### src/rtl/b2a_pkg.sv
`default_nettype none
package b2a_pkg;

    localparam int unsigned VALUE_W    = 32;
    localparam int unsigned CHAR_W     = 7;
    localparam int unsigned DEC_DIGITS = 10;
    localparam int unsigned BCD_W      = DEC_DIGITS * 4;
    localparam int unsigned NUM_CHARS  = 10;

    localparam logic       FUNC_HEX  = 1'b0;
    localparam logic       FUNC_DEC  = 1'b1;
    localparam logic [6:0] CHAR_ZERO = 7'h30;
    localparam logic [6:0] CHAR_X    = 7'h78;

    typedef struct packed {
        logic                  func;
        logic [VALUE_W-1:0]    value;
    } t_in;

    typedef struct packed {
        logic [CHAR_W-1:0] char_code;
        logic              last;
    } t_out;

    typedef struct packed {
        logic full;
        logic empty;
    } t_q_stat;

    function automatic logic [CHAR_W-1:0] hex_glyph(input logic [3:0] nib);
        logic [CHAR_W-1:0] code;
        if (nib < 4'd10) begin
            code = CHAR_ZERO + {3'd0, nib};
        end else begin
            code = 7'h37 + {3'd0, nib};
        end
        return code;
    endfunction

endpackage
`default_nettype wire

### src/rtl/b2a_front.sv
`default_nettype none
module b2a_front
    import b2a_pkg::*;
(
    input  wire logic    i_clk,
    input  wire logic    i_rst_n,
    input  wire logic    i_valid,
    input  wire t_in     i_data,
    output logic         o_stall,
    input  wire t_q_stat i_q_stat,
    output logic         o_push,
    output t_in          o_cmd
);

    logic r_vld;
    logic n_vld;
    t_in  r_cmd;
    logic accept;

    assign o_stall = r_vld && i_q_stat.full;
    assign accept  = i_valid && !o_stall;
    assign o_push  = r_vld && !i_q_stat.full;
    assign o_cmd   = r_cmd;

    always_comb begin
        n_vld = r_vld;
        if (accept) begin
            n_vld = 1'b1;
        end else if (o_push) begin
            n_vld = 1'b0;
        end
    end

    always_ff @(posedge i_clk) begin
        if (!i_rst_n) begin
            r_vld <= 1'b0;
        end else begin
            r_vld <= n_vld;
        end
    end

    // The format select is a single bit; a one selects decimal and a zero selects hex.
    always_ff @(posedge i_clk) begin
        if (accept) begin
            r_cmd.func  <= (i_data.func == FUNC_DEC) ? FUNC_DEC : FUNC_HEX;
            r_cmd.value <= i_data.value;
        end
    end

endmodule
`default_nettype wire

### src/rtl/b2a_queue.sv
`default_nettype none
module b2a_queue
    import b2a_pkg::*;
(
    input  wire logic i_clk,
    input  wire logic i_rst_n,
    input  wire logic i_push,
    input  wire t_in  i_cmd,
    input  wire logic i_pop,
    output t_q_stat   o_stat,
    output t_in       o_cmd
);

    t_in        r_mem [2];
    logic       r_wp;
    logic       r_rp;
    logic [1:0] r_cnt;
    logic [1:0] n_cnt;

    assign o_stat.full  = (r_cnt == 2'd2);
    assign o_stat.empty = (r_cnt == 2'd0);
    assign o_cmd        = r_mem[r_rp];

    always_comb begin
        n_cnt = r_cnt;
        if (i_push && !i_pop) begin
            n_cnt = r_cnt + 2'd1;
        end else if (i_pop && !i_push) begin
            n_cnt = r_cnt - 2'd1;
        end
    end

    always_ff @(posedge i_clk) begin
        if (!i_rst_n) begin
            r_wp  <= 1'b0;
            r_rp  <= 1'b0;
            r_cnt <= 2'd0;
        end else begin
            r_cnt <= n_cnt;
            if (i_push) begin
                r_wp <= ~r_wp;
            end
            if (i_pop) begin
                r_rp <= ~r_rp;
            end
        end
    end

    always_ff @(posedge i_clk) begin
        if (i_push) begin
            r_mem[r_wp] <= i_cmd;
        end
    end

endmodule
`default_nettype wire

### src/rtl/b2a_back.sv
`default_nettype none
module b2a_back
    import b2a_pkg::*;
(
    input  wire logic    i_clk,
    input  wire logic    i_rst_n,
    input  wire t_q_stat i_q_stat,
    input  wire t_in     i_cmd,
    output logic         o_pop,
    output logic         o_valid,
    output t_out         o_data,
    input  wire logic    i_stall
);

    localparam logic [1:0] ST_IDLE = 2'd0;
    localparam logic [1:0] ST_CONV = 2'd1;
    localparam logic [1:0] ST_EMIT = 2'd2;

    logic [1:0]         r_state;
    logic [1:0]         n_state;
    logic [VALUE_W-1:0] r_bin;
    logic [VALUE_W-1:0] n_bin;
    logic [BCD_W-1:0]   r_bcd;
    logic [BCD_W-1:0]   n_bcd;
    logic [4:0]         r_cnt;
    logic [4:0]         n_cnt;
    logic [3:0]         r_idx;
    logic [3:0]         n_idx;
    logic               r_lead;
    logic               n_lead;
    logic               r_dec;
    logic               n_dec;
    logic               r_ovld;
    logic               n_ovld;
    t_out               r_out;
    t_out               n_out;

    logic               out_free;
    logic               is_last;
    logic [3:0]         dec_nib;
    logic [BCD_W-1:0]   bcd_adj;

    assign out_free = !r_ovld || !i_stall;
    assign o_pop    = (r_state == ST_IDLE) && !i_q_stat.empty;
    assign o_valid  = r_ovld;
    assign o_data   = r_out;
    assign is_last  = (r_idx == 4'(NUM_CHARS - 1));
    assign dec_nib  = r_bcd[BCD_W-1 -: 4];

    always_comb begin
        for (int k = 0; k < DEC_DIGITS; k++) begin
            if (r_bcd[k*4 +: 4] >= 4'd5) begin
                bcd_adj[k*4 +: 4] = r_bcd[k*4 +: 4] + 4'd3;
            end else begin
                bcd_adj[k*4 +: 4] = r_bcd[k*4 +: 4];
            end
        end
    end

    always_comb begin
        n_state = r_state;
        n_bin   = r_bin;
        n_bcd   = r_bcd;
        n_cnt   = r_cnt;
        n_idx   = r_idx;
        n_lead  = r_lead;
        n_dec   = r_dec;
        n_ovld  = r_ovld;
        n_out   = r_out;
        if (out_free) begin
            n_ovld = 1'b0;
        end
        case (r_state)
            ST_IDLE: begin
                if (o_pop) begin
                    n_bin   = i_cmd.value;
                    n_bcd   = '0;
                    n_cnt   = 5'd0;
                    n_idx   = 4'd0;
                    n_lead  = 1'b1;
                    n_dec   = i_cmd.func;
                    n_state = (i_cmd.func == FUNC_DEC) ? ST_CONV : ST_EMIT;
                end
            end
            ST_CONV: begin
                {n_bcd, n_bin} = {bcd_adj[BCD_W-2:0], r_bin, 1'b0};
                n_cnt = r_cnt + 5'd1;
                if (r_cnt == 5'(VALUE_W - 1)) begin
                    n_state = ST_EMIT;
                end
            end
            ST_EMIT: begin
                if (out_free) begin
                    n_idx = r_idx + 4'd1;
                    if (r_dec == FUNC_DEC) begin
                        n_bcd = {r_bcd[BCD_W-5:0], 4'd0};
                        if (!(r_lead && dec_nib == 4'd0 && !is_last)) begin
                            n_lead          = 1'b0;
                            n_ovld          = 1'b1;
                            n_out.char_code = CHAR_ZERO + {3'd0, dec_nib};
                            n_out.last      = is_last;
                        end
                    end else begin
                        n_ovld     = 1'b1;
                        n_out.last = is_last;
                        if (r_idx == 4'd0) begin
                            n_out.char_code = CHAR_ZERO;
                        end else if (r_idx == 4'd1) begin
                            n_out.char_code = CHAR_X;
                        end else begin
                            n_out.char_code = hex_glyph(r_bin[VALUE_W-1 -: 4]);
                            n_bin           = {r_bin[VALUE_W-5:0], 4'd0};
                        end
                    end
                    if (is_last) begin
                        n_state = ST_IDLE;
                    end
                end
            end
            default: begin
                n_state = ST_IDLE;
            end
        endcase
    end

    always_ff @(posedge i_clk) begin
        if (!i_rst_n) begin
            r_state <= ST_IDLE;
            r_ovld  <= 1'b0;
        end else begin
            r_state <= n_state;
            r_ovld  <= n_ovld;
        end
    end

    always_ff @(posedge i_clk) begin
        r_bin  <= n_bin;
        r_bcd  <= n_bcd;
        r_cnt  <= n_cnt;
        r_idx  <= n_idx;
        r_lead <= n_lead;
        r_dec  <= n_dec;
        r_out  <= n_out;
    end

endmodule
`default_nettype wire

### src/rtl/binary_to_ascii_hex_dec_formatter_top.sv
// An accepted item passes from the front register through the queue to the back end. In hex mode
// the back end goes straight to emitting characters; in decimal mode it first runs 32 shift-add
// steps in its converter, and leading zeros are suppressed as the digits are emitted.
// A single conversion and character unit finishes each item before it pops the next one;
// a two-entry queue buffers the front.
// Reset is synchronous and active low; it empties the queue and drops any pending beat.
`default_nettype none
module binary_to_ascii_hex_dec_formatter_top
    import b2a_pkg::*;
(
    input  wire logic i_clk,
    input  wire logic i_rst_n,
    input  wire logic i_valid,
    input  wire t_in  i_data,
    output logic      o_stall,
    output logic      o_valid,
    output t_out      o_data,
    input  wire logic i_stall
);

    t_q_stat q_stat;
    logic    push;
    logic    pop;
    t_in     front_cmd;
    t_in     queue_cmd;

    b2a_front u_front (
        .i_clk    (i_clk),
        .i_rst_n  (i_rst_n),
        .i_valid  (i_valid),
        .i_data   (i_data),
        .o_stall  (o_stall),
        .i_q_stat (q_stat),
        .o_push   (push),
        .o_cmd    (front_cmd)
    );

    b2a_queue u_queue (
        .i_clk   (i_clk),
        .i_rst_n (i_rst_n),
        .i_push  (push),
        .i_cmd   (front_cmd),
        .i_pop   (pop),
        .o_stat  (q_stat),
        .o_cmd   (queue_cmd)
    );

    b2a_back u_back (
        .i_clk    (i_clk),
        .i_rst_n  (i_rst_n),
        .i_q_stat (q_stat),
        .i_cmd    (queue_cmd),
        .o_pop    (pop),
        .o_valid  (o_valid),
        .o_data   (o_data),
        .i_stall  (i_stall)
    );

`ifndef ASSERT_OFF
    a_no_push_full: assert property (@(posedge i_clk) disable iff (!i_rst_n)
        push |-> !q_stat.full)
        else $error("push into a full queue");

    a_no_pop_empty: assert property (@(posedge i_clk) disable iff (!i_rst_n)
        pop |-> !q_stat.empty)
        else $error("pop from an empty queue");

    a_reset_clears: assert property (@(posedge i_clk)
        !i_rst_n |=> !o_valid && !o_stall)
        else $error("beat pending after reset");
`endif

endmodule
`default_nettype wire
### config.mk
export PLATFORM = sky130hd
export DESIGN_NAME = binary_to_ascii_hex_dec_formatter_top
export DESIGN_NICKNAME = d
export VERILOG_FILES = /design/src/rtl/b2a_pkg.sv /design/src/rtl/b2a_front.sv /design/src/rtl/b2a_queue.sv /design/src/rtl/b2a_back.sv /design/src/rtl/binary_to_ascii_hex_dec_formatter_top.sv
export SDC_FILE = /design/constraint.sdc
export NUM_CORES = 1
export LEC_CHECK = 0
export BUFFER_PORTS_ARGS = -buffer_cell sky130_fd_sc_hd__clkbuf_2
export CELL_PAD_IN_SITES_DETAIL_PLACEMENT = 0
export CELL_PAD_IN_SITES_GLOBAL_PLACEMENT = 2
export CORE_MARGIN = 1.5
export CORE_UTILIZATION = 45
export CTS_BUF_LIST = sky130_fd_sc_hd__clkbuf_4 sky130_fd_sc_hd__clkbuf_8
export CTS_CLUSTER_DIAMETER = 100
export CTS_CLUSTER_SIZE = 20
export DETAILED_ROUTE_END_ITERATION = 10
export PLACE_DENSITY_LB_ADDON = 0.05
export SYNTH_ARGS = -nofsm -noshare
export SYNTH_HDL_FRONTEND = slang
export SYNTH_SLANG_ARGS = --single-unit
### constraint.sdc
create_clock -name i_clk -period 6.36 [get_ports i_clk]
set_clock_uncertainty 0.2 [all_clocks]
set_input_delay 1.908 -clock i_clk [delete_from_list [all_inputs] [get_ports i_clk]]
set_output_delay 1.908 -clock i_clk [all_outputs]
set_load 0.1 [all_outputs]
==> results of run 1 <==
[power groups by stage]
stage          combinational (mW)  sequential [mW]  clock [mW]
6_report                     1.82             2.32       0.865
5_1_grt                      2.08             2.38       0.945
4_1_cts                      1.85             2.33       0.901
3_5_place_dp                 1.85             2.35           0
3_3_place_gp                 1.82             2.34           0
2_1_floorplan                1.32             2.41           0
[how the worst max path moves through the flow]
stage / slack [ps] / to / from
final: 2450 / o_stall / u_queue.r_cnt[0]
after global routing: 2290 / o_stall / u_queue.r_cnt[0]
after CTS: 2400 / o_stall / u_queue.r_cnt[0]
after detailed placement: 2810 / u_back.r_bcd[23] / i_stall
after global placement: 2830 / u_back.r_bcd[16] / i_stall
after floorplan: 700 / u_back.r_bcd[0] / i_stall
[routing by layer]
metal	up-vias	share of wire, %	GRT usage, %
met3	10	2.7	3.823
met1	2472	46	20.31
li1	2547	-	-
met4	0	0.87	4.449
met2	64	50	26.70
met5	-	0	0
[synth_stat cells, types with 4 or more instances]
| cell type | n | area share [%] |
|---|---|---|
| nor3b_1 | 11 | 0.93 |
| buf_2 | 16 | 0.91 |
| a211oi_1 | 31 | 2.6 |
| and3_1 | 4 | 0.28 |
| a21oi_1 | 55 | 3.1 |
| mux2i_1 | 5 | 0.57 |
| mux2_2 | 10 | 1.3 |
| inv_1 | 33 | 1.4 |
| a21o_1 | 4 | 0.34 |
| dfxtp_1 | 9 | 2.0 |
| nand2b_1 | 11 | 0.78 |
| edfxtp_1 | 190 | 65 |
| ha_1 | 32 | 4.5 |
| xnor2_1 | 16 | 1.6 |
| a22oi_1 | 28 | 2.4 |
| nor2_1 | 13 | 0.55 |
| nor2b_1 | 30 | 2.1 |
| nand3_1 | 8 | 0.45 |
| xor2_1 | 10 | 0.99 |
| o31ai_1 | 7 | 0.59 |
| o21ai_0 | 48 | 2.7 |
| nand2_1 | 50 | 2.1 |
| clkbuf_1 | 13 | 0.55 |
| and2_1 | 8 | 0.57 |
[per-stage QoR]
step / total power [mW] / utilization (%) / cells / hold WS (ps)
2_1_floorplan: 3.728 / - / 664 / 221.5
3_3_place_gp: 4.162 / 48.40 / 953 / 224.1
3_5_place_dp: 4.203 / 48.40 / 953 / 230.4
4_1_cts: 5.079 / 50.77 / 985 / 256.6
5_1_grt: 5.398 / 50.77 / 985 / 265.1
6_report: 5.011 / 50.77 / 985 / 257.0
[area by class of cell]
| class | count | area share (%) |
|---|---|---|
| tap | 265 | 3.378 |
| sequential | 199 | 59.97 |
| multi-input combinational | 398 | 27.52 |
| timing repair buffer | 56 | 3.110 |
| clock buffer | 17 | 2.384 |
| inverter | 35 | 1.364 |
| clock inverter | 15 | 2.269 |
[kinds of logic after synthesis]
logic type | Yosys count | synth area share (%)
simple gates | 142 | 8.341
xor+xnor | 26 | 2.577
fa+ha+maj | 32 | 4.531
mux | 15 | 1.841
compound gates | 183 | 13.00
flops | 199 | 66.61
buf+inv | 67 | 3.101
[cells in the final DEF, fill, tap and decap left out, types with 3 or more instances in the layout]
cell type | Yosys | layout
edfxtp_1 | 190 | 190
a21oi_1 | 55 | 55
nand2_1 | 50 | 50
o21ai_0 | 48 | 48
clkbuf_2 | 0 | 46
inv_1 | 33 | 33
ha_1 | 32 | 31
a211oi_1 | 31 | 30
nor2b_1 | 30 | 29
a22oi_1 | 28 | 28
clkbuf_8 | 0 | 17
xnor2_1 | 16 | 16
nor2_1 | 13 | 12
nand2b_1 | 11 | 11
nor3b_1 | 11 | 11
xor2_1 | 10 | 10
mux2_2 | 10 | 10
buf_4 | 0 | 10
and2_1 | 8 | 8
nand3_1 | 8 | 8
dfxtp_1 | 9 | 8
o31ai_1 | 7 | 7
clkinv_8 | 0 | 7
mux2i_1 | 5 | 5
and3_1 | 4 | 4
a21o_1 | 4 | 4
a21boi_0 | 3 | 3
inv_6 | 0 | 3
[flip-flops by register name, indices dropped and copies added (netlist names), named ones only]
name and flops:
u_back.r_cnt 5, u_queue.r_cnt 2, u_back.r_idx 4, u_queue.r_rp 1, u_queue.r_mem 66, u_front.r_vld 1
u_back.r_bin 32, u_back.r_dec 1, u_back.r_bcd 40, u_back.o_data 8, u_back.r_lead 1, u_queue.r_wp 1
u_back.r_state 2, u_front.o_cmd 33
==> key figures, run 1 <==
Routing
  • Starting DRT DRC Count: 346
  • Post-Route WL: 15,110 um
  • Per-cell routed wire length: 15.34 um
  • TritonRoute pass-1 iters: 4
  • Via density: 5.171
  • DRC viols: 0
  • Routed Antenna Nets: 0
  • Via count: 5,093

Final layout
  • ANT cells: 0
  • Fillcell total: 1,679
  • Syn-to-layout area delta: 11.09%
  • Area of the multi-input gates: 0.002701 mm^2
  • Register area: 0.005887 mm^2
  • Layout cells sized above 1: 15.00%
  • Post-route cell area: 0.009816 mm^2
  • # nets final: 776

STA
  • Period utilization: 61.55%
  • Slew headroom: 21.77%
  • Hold Vio Cnt, Final: 0
  • Setup ws final: 2446 ps
  • Final Setup Violations: 0
  • Slew Limit Fails: 0
  • Worst slew pin tran: 1171 ps
  • Unrepaired setup endpoints after global routing: false
  • Setup TNS Final: 0 ps
  • Fmax: 0.2555 GHz
  • Fin crit period: 3914 ps

Worst setup path
  • Reg2Reg Depth: 5
  • Crit path kind: reg2out
  • Worst path slowest cell: clkbuf_2
  • Crit path max-delay family: buffers and inverters
  • CP arrival: 1810 ps
  • CP Launch Type: register
  • Req. time, crit path: 4250 ps
  • CP endpoint kind: primary output
  • Reg-to-reg critical path startpoint: u_back.r_state[1]
  • Worst path max stage delay: 510 ps
  • Cell count along the critical path: 3
  • Crit path buf inv count: 1
  • Critical Path Fanout Max: 5
  • FF-to-FF End: u_back.r_bcd[12]
  • Cell Chain, Critical Path: nand2b_1, nor2_1, clkbuf_2
  • R2r setup slk: 3220 ps

Clock tree
  • Hold Buf Count CTS: 0
  • Root Driver: clkbuf_8
  • Cts bufs inserted: 17
  • Clock Tree Buf Depth: 2
  • CTS tree: done
  • Post-CTS Setup Bufs: 0
  • Clk pin slew, worst setup/hold paths: 110 ps
  • Sink Count: 199
  • H-tree depth: 4
  • CTS resizes: 0
  • Worst skew pair latency: 470 ps

Placed design
  • Cell Area, Placed: 0.009359 mm^2
  • Dpl ws: 2806 ps
  • I/O Buffers: 46
  • GP Congestion: 0.7401
  • Hpwl dp: 9813 um

Pwr
  • Comb power frac: 36.4%
  • Pint: 3.039 mW
  • Flop pwr share: 46.4%
  • Psw: 1.972 mW
  • Leak: 3.410 nW
  • Max rail drop VDD: 0.0002299 V
  • Pwr Density: 510.5 mW/mm^2
  • Clk pwr share: 17.3%
  • Switching Share: 39.35%

Floorplan
  • Die area: 0.02048 mm^2
  • Die H: 143.1 um
  • # rows: 51
  • Chip Width: 143.1 um
  • Core region area: 0.01933 mm^2
  • Top Ports: 47
  • Initial Util: 45.70%

Logic synthesis
  • Post-synthesis sequential area ratio: 66.61%
  • Mapped Cells: 664
  • Synth async-reset ratio: 0%
  • Number of synthesized flops with an enable pin: 190
  • Ys Warns: 0
  • #FFs+latches synth: 199
  • Synthesized cell area: 0.008836 mm^2
  • Yosys cell types: 41
  • Syn avg cell area: 13.31 um^2
  • Main flop type after synthesis: edfxtp_1
  • Syn Nets: 733

Global route
  • First-pass GRT wire length: 24,860 um
  • Largest net degree at the start of global routing: 67
  • Antenna violations before repair: 0
  • GR Overflow Total: 0
  • GR Util All Layers: 15.82%
  • Vias in the first global route: 5,027

Run
  • Max cap viols: 0

Min path
  • Hold Startpoint: u_front.o_cmd[26]
  • Hold Path End: u_queue.r_mem[0][26]
  • Min-delay worst type: reg2reg
  • Hold Path Stages: 0

Run status
  • Status: finished, final reports clean
(Power assumes the default switching activity.)
==> inputs of run 2 (changes only) <==
--- a/config.mk
+++ b/config.mk
@@ -5,11 +5,12 @@
 export SDC_FILE = /design/constraint.sdc
 export NUM_CORES = 1
 export LEC_CHECK = 0
+export ABC_AREA = 1
 export BUFFER_PORTS_ARGS = -buffer_cell sky130_fd_sc_hd__clkbuf_2
 export CELL_PAD_IN_SITES_DETAIL_PLACEMENT = 0
 export CELL_PAD_IN_SITES_GLOBAL_PLACEMENT = 2
 export CORE_MARGIN = 1.5
-export CORE_UTILIZATION = 45
+export CORE_UTILIZATION = 43
 export CTS_BUF_LIST = sky130_fd_sc_hd__clkbuf_4 sky130_fd_sc_hd__clkbuf_8
 export CTS_CLUSTER_DIAMETER = 100
 export CTS_CLUSTER_SIZE = 20
==> constraint.sdc (replaced) <==
create_clock -name i_clk -period 4.05 [get_ports i_clk]
set_clock_uncertainty 0.2 [all_clocks]
set_input_delay 1.215 -clock i_clk [delete_from_list [all_inputs] [get_ports i_clk]]
set_output_delay 1.215 -clock i_clk [all_outputs]
set_load 0.1 [all_outputs]
==> key figures, run 2 <==
Placed design
  • Hpwl dp: 10,930 um (was 9813 um)
  • Cell Area, Placed: 0.009326 mm^2 (was 0.009359 mm^2)
  • GP Congestion: 0.7281 (was 0.7401)
  • I/O Buffers: 46 (unchanged)

Clock tree
  • Root Driver: clkbuf_8 (unchanged)
  • Hold Buf Count CTS: 0 (unchanged)
  • Worst skew pair latency: 460 ps (was 470 ps)
  • H-tree depth: 4 (unchanged)
  • Clk pin slew, worst setup/hold paths: 110 ps (about the same)
  • Clock Tree Buf Depth: 2 (unchanged)
  • CTS resizes: 0 (unchanged)
  • Cts bufs inserted: 17 (unchanged)
  • Post-CTS Setup Bufs: 0 (unchanged)
  • CTS tree: done (unchanged)
  • Sink Count: 199 (unchanged)

Logic synthesis
  • Synthesized cell area: 0.008811 mm^2 (was 0.008836 mm^2)
  • Ys Warns: 0 (unchanged)
  • Count leader, synth: edfxtp_1 (unchanged)
  • Post-synthesis sequential area ratio: 66.80% (was 66.61%)
  • Commonest cells post-synth: edfxtp_1, nand2_1, o21ai_0 (was edfxtp_1, a21oi_1, nand2_1)
  • Main flop type after synthesis: edfxtp_1 (unchanged)
  • Syn avg cell area: 11.67 um^2 (was 13.31 um^2)
  • Syn Nets: 824 (was 733)
  • Mapped Cells: 755 (was 664)
  • Yosys cell types: 30 (was 41)
  • Synth area leader: edfxtp_1 (unchanged)
  • Synth async-reset ratio: 0% (unchanged)
  • Synth top area share: 64.75% (was 64.57%)
  • #FFs+latches synth: 199 (unchanged)
  • Top area cells in the synthesized netlist: edfxtp_1, o21ai_0, nand2_1 (was edfxtp_1, ha_1, a21oi_1)
  • Number of synthesized flops with an enable pin: 190 (unchanged)

Pwr
  • Psw: 2.974 mW (was 1.972 mW)
  • Tot Pwr: 7.309 mW (was 5.011 mW)
  • Clk pwr share: 17.5% (was 17.3%)
  • Pwr Density: 750.6 mW/mm^2 (was 510.5 mW/mm^2)
  • Pint: 4.335 mW (was 3.039 mW)
  • Flop pwr share: 48.5% (was 46.4%)
  • Switching Share: 40.69% (was 39.35%)
  • Comb power frac: 34.0% (was 36.4%)
  • Max rail drop VDD: 0.0003299 V (was 0.0002299 V)
  • Leak: 3.681 nW (was 3.410 nW)

Run status
  • Status: finished, final reports clean (unchanged)

Final layout
  • Post-route cell area: 0.009737 mm^2 (was 0.009816 mm^2)
  • Most frequent cells in the layout: edfxtp_1, nand2_1, o21ai_0 (was edfxtp_1, a21oi_1, nand2_1)
  • Largest register by flop count: u_queue.r_mem (unchanged)
  • # nets final: 875 (was 776)
  • Max reg flops: 66 (unchanged)
  • ANT cells: 0 (unchanged)
  • Syn-to-layout area delta: 10.51% (was 11.09%)
  • Fillcell total: 1,832 (was 1,679)
  • Commonest non-fill, non-tap cell in the layout: edfxtp_1 (unchanged)
  • Layout cells sized above 1: 13.06% (was 15.00%)

Routing
  • TritonRoute pass-1 iters: 5 (was 4)
  • Per-cell routed wire length: 15.28 um (was 15.34 um)
  • Via count: 5,513 (was 5,093)
  • Via density: 5.062 (was 5.171)
  • Starting DRT DRC Count: 290 (was 346)
  • Post-Route WL: 16,640 um (was 15,110 um)
  • Routed Antenna Nets: 0 (unchanged)
  • DRC viols: 0 (unchanged)

Worst setup path
  • Reg2Reg Depth: 7 (was 5)
  • CP endpoint kind: primary output (unchanged)
  • CP Launch Type: register (unchanged)
  • FF-to-FF End: u_back.r_bin[10] (was u_back.r_bcd[12])
  • Req. time, crit path: 2630 ps (was 4250 ps)
  • R2r setup slk: 1430 ps (was 3220 ps)
  • CP arrival: 1660 ps (was 1810 ps)
  • Crit path from: u_queue.r_cnt[1] (was u_queue.r_cnt[0])
  • Crit path kind: reg2out (unchanged)
  • Crit path capture: o_stall (unchanged)
  • Reg-to-reg critical path startpoint: u_back.r_state[0] (was u_back.r_state[1])
  • Critical Path Fanout Max: 4 (was 5)

STA
  • Slew Limit Fails: 0 (unchanged)
  • Min Hold Slack: 257.8 ps (was 257.0 ps)
  • Fmax: 0.3251 GHz
  • Hold Vio Cnt, Final: 0 (unchanged)
  • Worst slew pin tran: 916.2 ps (was 1171 ps)
  • Unrepaired setup endpoints after global routing: false (unchanged)
  • Setup TNS Final: 0 ps (unchanged)
  • Period utilization: 75.96%
  • Fin crit period: 3076 ps
  • Final Setup Violations: 0 (unchanged)
  • Slew headroom: 38.83% (was 21.77%)

Global route
  • Antenna violations before repair: 0 (unchanged)
  • First-pass GRT wire length: 27,990 um (was 24,860 um)
  • GR Util All Layers: 16.50% (was 15.82%)
  • Vias in the first global route: 5,625 (was 5,027)
  • GR Overflow Total: 0 (unchanged)
  • Largest net degree at the start of global routing: 51 (was 67)

Run
  • Max cap viols: 0 (unchanged)

Min path
  • Hold Startpoint: u_front.o_cmd[23] (was u_front.o_cmd[26])
  • Min-delay worst type: reg2reg (unchanged)

Floorplan
  • Die area: 0.02136 mm^2 (was 0.02048 mm^2)
  • Chip Width: 146.1 um (was 143.1 um)
  • Die H: 146.1 um (was 143.1 um)
  • Core region area: 0.02017 mm^2 (was 0.01933 mm^2)
  • Top Ports: 47 (unchanged)
  • Initial Util: 43.68% (was 45.70%)
  • # rows: 52 (was 51)
==> run 2: cell count changes after synthesis, sizes merged, moves of 15 or more <==
cell / delta
xnor2: -15
nand3: +23
a21oi: -30
nand2: +67
o22ai: +22
nor2: +59
nor2b: -30
inv: +52
o21ai: +53
a211oi: -30
==> run 2: metal layers <==
metal  track usage, %  share of wire, %  vias up
met1            21.65                47     2639
met3            3.594               3.5       10
met4            4.091              0.78        0
li1                 -                 -     2767
met2            27.96                48       97
met5                0                 0        -
==> run 2: worst min-delay path by stage <==
| stage | end | slack, ps | cells past startpoint |
|---|---|---|---|
| 3_5_place_dp | u_queue.r_mem[0][11] | 230 | 0 |
| 2_1_floorplan | u_queue.r_mem[0][0] | 220 | 0 |
| 6_report | u_queue.r_mem[1][23] | 260 | 0 |
| 3_3_place_gp | u_queue.r_mem[1][7] | 220 | 0 |
| 4_1_cts | u_queue.r_mem[1][19] | 260 | 0 |
| 5_1_grt | u_queue.r_mem[0][19] | 270 | 0 |
==> run 2: area by class of cell <==
cell class	count	area, um^2	area share [%]
inverter	87	326.6	3.354
multi-input combinational	446	2466	25.33
clock inverter	15	176.4	1.812
clock buffer	17	234.0	2.403
sequential	199	5886	60.45
timing repair buffer	55	310.3	3.187
tap	270	337.8	3.470
==> run 2: power by group through the flow <==
stage	registers (mW)	logic [mW]	clock network (mW)
2_1_floorplan	3.65	1.72	0
3_3_place_gp	3.58	2.48	0
3_5_place_dp	3.59	2.52	0
4_1_cts	3.55	2.53	1.33
5_1_grt	3.62	2.86	1.41
6_report	3.55	2.49	1.28
==> run 2: critical path, stage by stage (launching register included) <==
cell and delay (ps):
dfxtp_1 370, inv_1 90, nor3_1 240, clkbuf_2 500
==> run 2: kinds of logic after synthesis <==
logic type               synth area share, %
AND/OR/NAND/NOR                        10.20
flip-flops                             66.80
AO/OA/AOI/OAI                          12.67
buffers and inverters                  5.396
adder cells (fa/ha/maj)                4.544
XOR/XNOR                              0.3977
==> run 2: metrics by stage <==
step	std cells	worst slack (ps)	util, %
floorplan	755	39.93	-
global placement	1057	889.7	46.24
detailed placement	1057	869.8	46.24
CTS	1089	913.8	48.28
global route	1089	833.4	48.28
finish	1089	973.6	48.28
==> inputs of run 3 (changes only) <==
==> constraint.sdc (replaced) <==
create_clock -name i_clk -period 3.16 [get_ports i_clk]
set_clock_uncertainty 0.2 [all_clocks]
set_input_delay 0.948 -clock i_clk [delete_from_list [all_inputs] [get_ports i_clk]]
set_output_delay 0.948 -clock i_clk [all_outputs]
set_load 0.1 [all_outputs]
==> key figures, run 3 (synthesis results as in run 2) <==
STA
  • Hold Vio Cnt, Final: 0 (unchanged)
  • Unrepaired setup endpoints after global routing: false (unchanged)
  • Final Setup Violations: 0 (unchanged)
  • Min Hold Slack: 256.0 ps (was 257.8 ps)
  • Fin crit period: 2761 ps
  • Worst slew pin tran: 742.6 ps (was 916.2 ps)
  • Fmax: 0.3622 GHz
  • Slew headroom: 49.97% (was 38.83%)
  • Slew Limit Fails: 0 (unchanged)
  • Period utilization: 87.38%

Worst setup path
  • CP endpoint kind: primary output (unchanged)
  • Crit path max-delay family: buffers and inverters (unchanged)
  • Cell Chain, Critical Path: inv_1, nor3_2, clkbuf_2 (was inv_1, nor3_1, clkbuf_2)
  • Worst path max stage delay: 490 ps (was 500 ps)
  • Critical Path Fanout Max: 4 (unchanged)
  • CP Launch Type: register (unchanged)
  • CP arrival: 1610 ps (was 1660 ps)
  • R2r setup slk: 620 ps (was 1430 ps)
  • Crit path buf inv count: 2 (unchanged)
  • Worst path slowest cell: clkbuf_2 (unchanged)
  • Req. time, crit path: 2010 ps (was 2630 ps)
  • Crit path kind: reg2out (unchanged)

Final layout
  • # nets final: 876 (was 875)
  • ANT cells: 0 (unchanged)
  • Largest register by flop count: u_queue.r_mem (unchanged)
  • Post-route cell area: 0.009776 mm^2 (was 0.009737 mm^2)
  • Layout cells sized above 1: 13.41% (was 13.06%)
  • Layout Cells excl Fill: 1,090 (was 1,089)
  • Fillcell total: 1,855 (was 1,832)
  • Max reg flops: 66 (unchanged)
  • Syn-to-layout area delta: 10.95% (was 10.51%)
  • Most frequent cells in the layout: edfxtp_1, nand2_1, o21ai_0 (unchanged)
  • Commonest non-fill, non-tap cell in the layout: edfxtp_1 (unchanged)

Clock tree
  • Clock Tree Buf Depth: 2 (unchanged)
  • Hold Buf Count CTS: 0 (unchanged)
  • H-tree depth: 4 (unchanged)
  • Cts bufs inserted: 17 (unchanged)
  • Root Driver: clkbuf_8 (unchanged)
  • CTS resizes: 0 (unchanged)
  • Post-CTS Setup Bufs: 0 (unchanged)
  • Clk pin slew, worst setup/hold paths: 110 ps (about the same)
  • Worst skew pair latency: 470 ps (was 460 ps)
  • CTS tree: done (unchanged)
  • Sink Count: 199 (unchanged)

Placed design
  • Cell Area, Placed: 0.009359 mm^2 (was 0.009326 mm^2)
  • Placed insts: 1,058 (was 1,057)
  • GP Congestion: 0.7826 (was 0.7281)
  • Hpwl dp: 10,990 um (was 10,930 um)
  • I/O Buffers: 46 (unchanged)

Global route
  • First-pass GRT wire length: 26,960 um (was 27,990 um)
  • GR Util All Layers: 16.08% (was 16.50%)
  • Antenna violations before repair: 0 (unchanged)
  • Vias in the first global route: 5,451 (was 5,625)
  • Largest net degree at the start of global routing: 37 (was 51)
  • GR Overflow Total: 0 (unchanged)

Floorplan
  • Core region area: 0.02017 mm^2 (unchanged)
  • # rows: 52 (unchanged)
  • Top Ports: 47 (unchanged)
  • Die area: 0.02136 mm^2 (unchanged)
  • Chip Width: 146.1 um (unchanged)
  • Initial Util: 43.68% (unchanged)
  • Die H: 146.1 um (unchanged)

Routing
  • Post-Route WL: 16,530 um (was 16,640 um)
  • Via count: 5,534 (was 5,513)
  • Routed Antenna Nets: 0 (unchanged)
  • DRC viols: 0 (unchanged)
  • Via density: 5.077 (was 5.062)
  • Per-cell routed wire length: 15.16 um (was 15.28 um)
  • TritonRoute pass-1 iters: 5 (unchanged)
  • Starting DRT DRC Count: 303 (was 290)

Run
  • Max cap viols: 0 (unchanged)

Pwr
  • Max rail drop VDD: 0.0004317 V (was 0.0003299 V)
  • Leak: 3.697 nW (was 3.681 nW)
  • Pwr Density: 963.3 mW/mm^2 (was 750.6 mW/mm^2)

Min path
  • Min-delay worst type: reg2reg (unchanged)

Run status
  • Status: finished, final reports clean (unchanged)
## run 3: area by class of cell
class | instances | area [um^2] | area share, %
flip-flops and latches | 199 | 5886 | 60.21
multi-input cells | 446 | 2479 | 25.36
well taps | 270 | 337.8 | 3.456
repair buffers | 56 | 330.3 | 3.379
inverters | 87 | 326.6 | 3.341
clock buffers | 18 | 241.5 | 2.470
clock inverters | 14 | 175.2 | 1.792
## run 3: per-layer routing
layer	GRT usage, %	wire [um]
met1	21.46	7899
met2	26.78	7983
met3	3.750	515
met4	3.737	127
met5	0	0
## run 3: stage by stage
stage | setup slack (ps) | setup TNS [ps] | util (%) | power [mW]
5_1_grt | 274.9 | 0 | 48.47 | 10.13
6_report | 398.7 | 0 | 48.47 | 9.417
3_3_place_gp | 426.2 | 0 | 46.40 | 7.814
3_5_place_dp | 418.2 | 0 | 46.40 | 7.879
4_1_cts | 364.1 | 0 | 48.47 | 9.528
2_1_floorplan | -19.73 | -789.3 | - | 6.879
## run 3: where the power goes
part | internal [mW] | switching (mW)
logic | 0.956 | 2.30
registers | 4.03 | 0.499
clock network | 0.620 | 1.01
total | 5.61 | 3.81
## run 3: final timing paths
path / depth (start not counted) / startpoint / end
max: 3 / u_queue.r_cnt[1] / o_stall
min: 0 / u_front.o_cmd[15] / u_queue.r_mem[1][15]
max reg2reg: 7 / u_back.r_state[0] / u_back.r_bcd[34]
min reg2reg: 0 / u_front.o_cmd[15] / u_queue.r_mem[1][15]
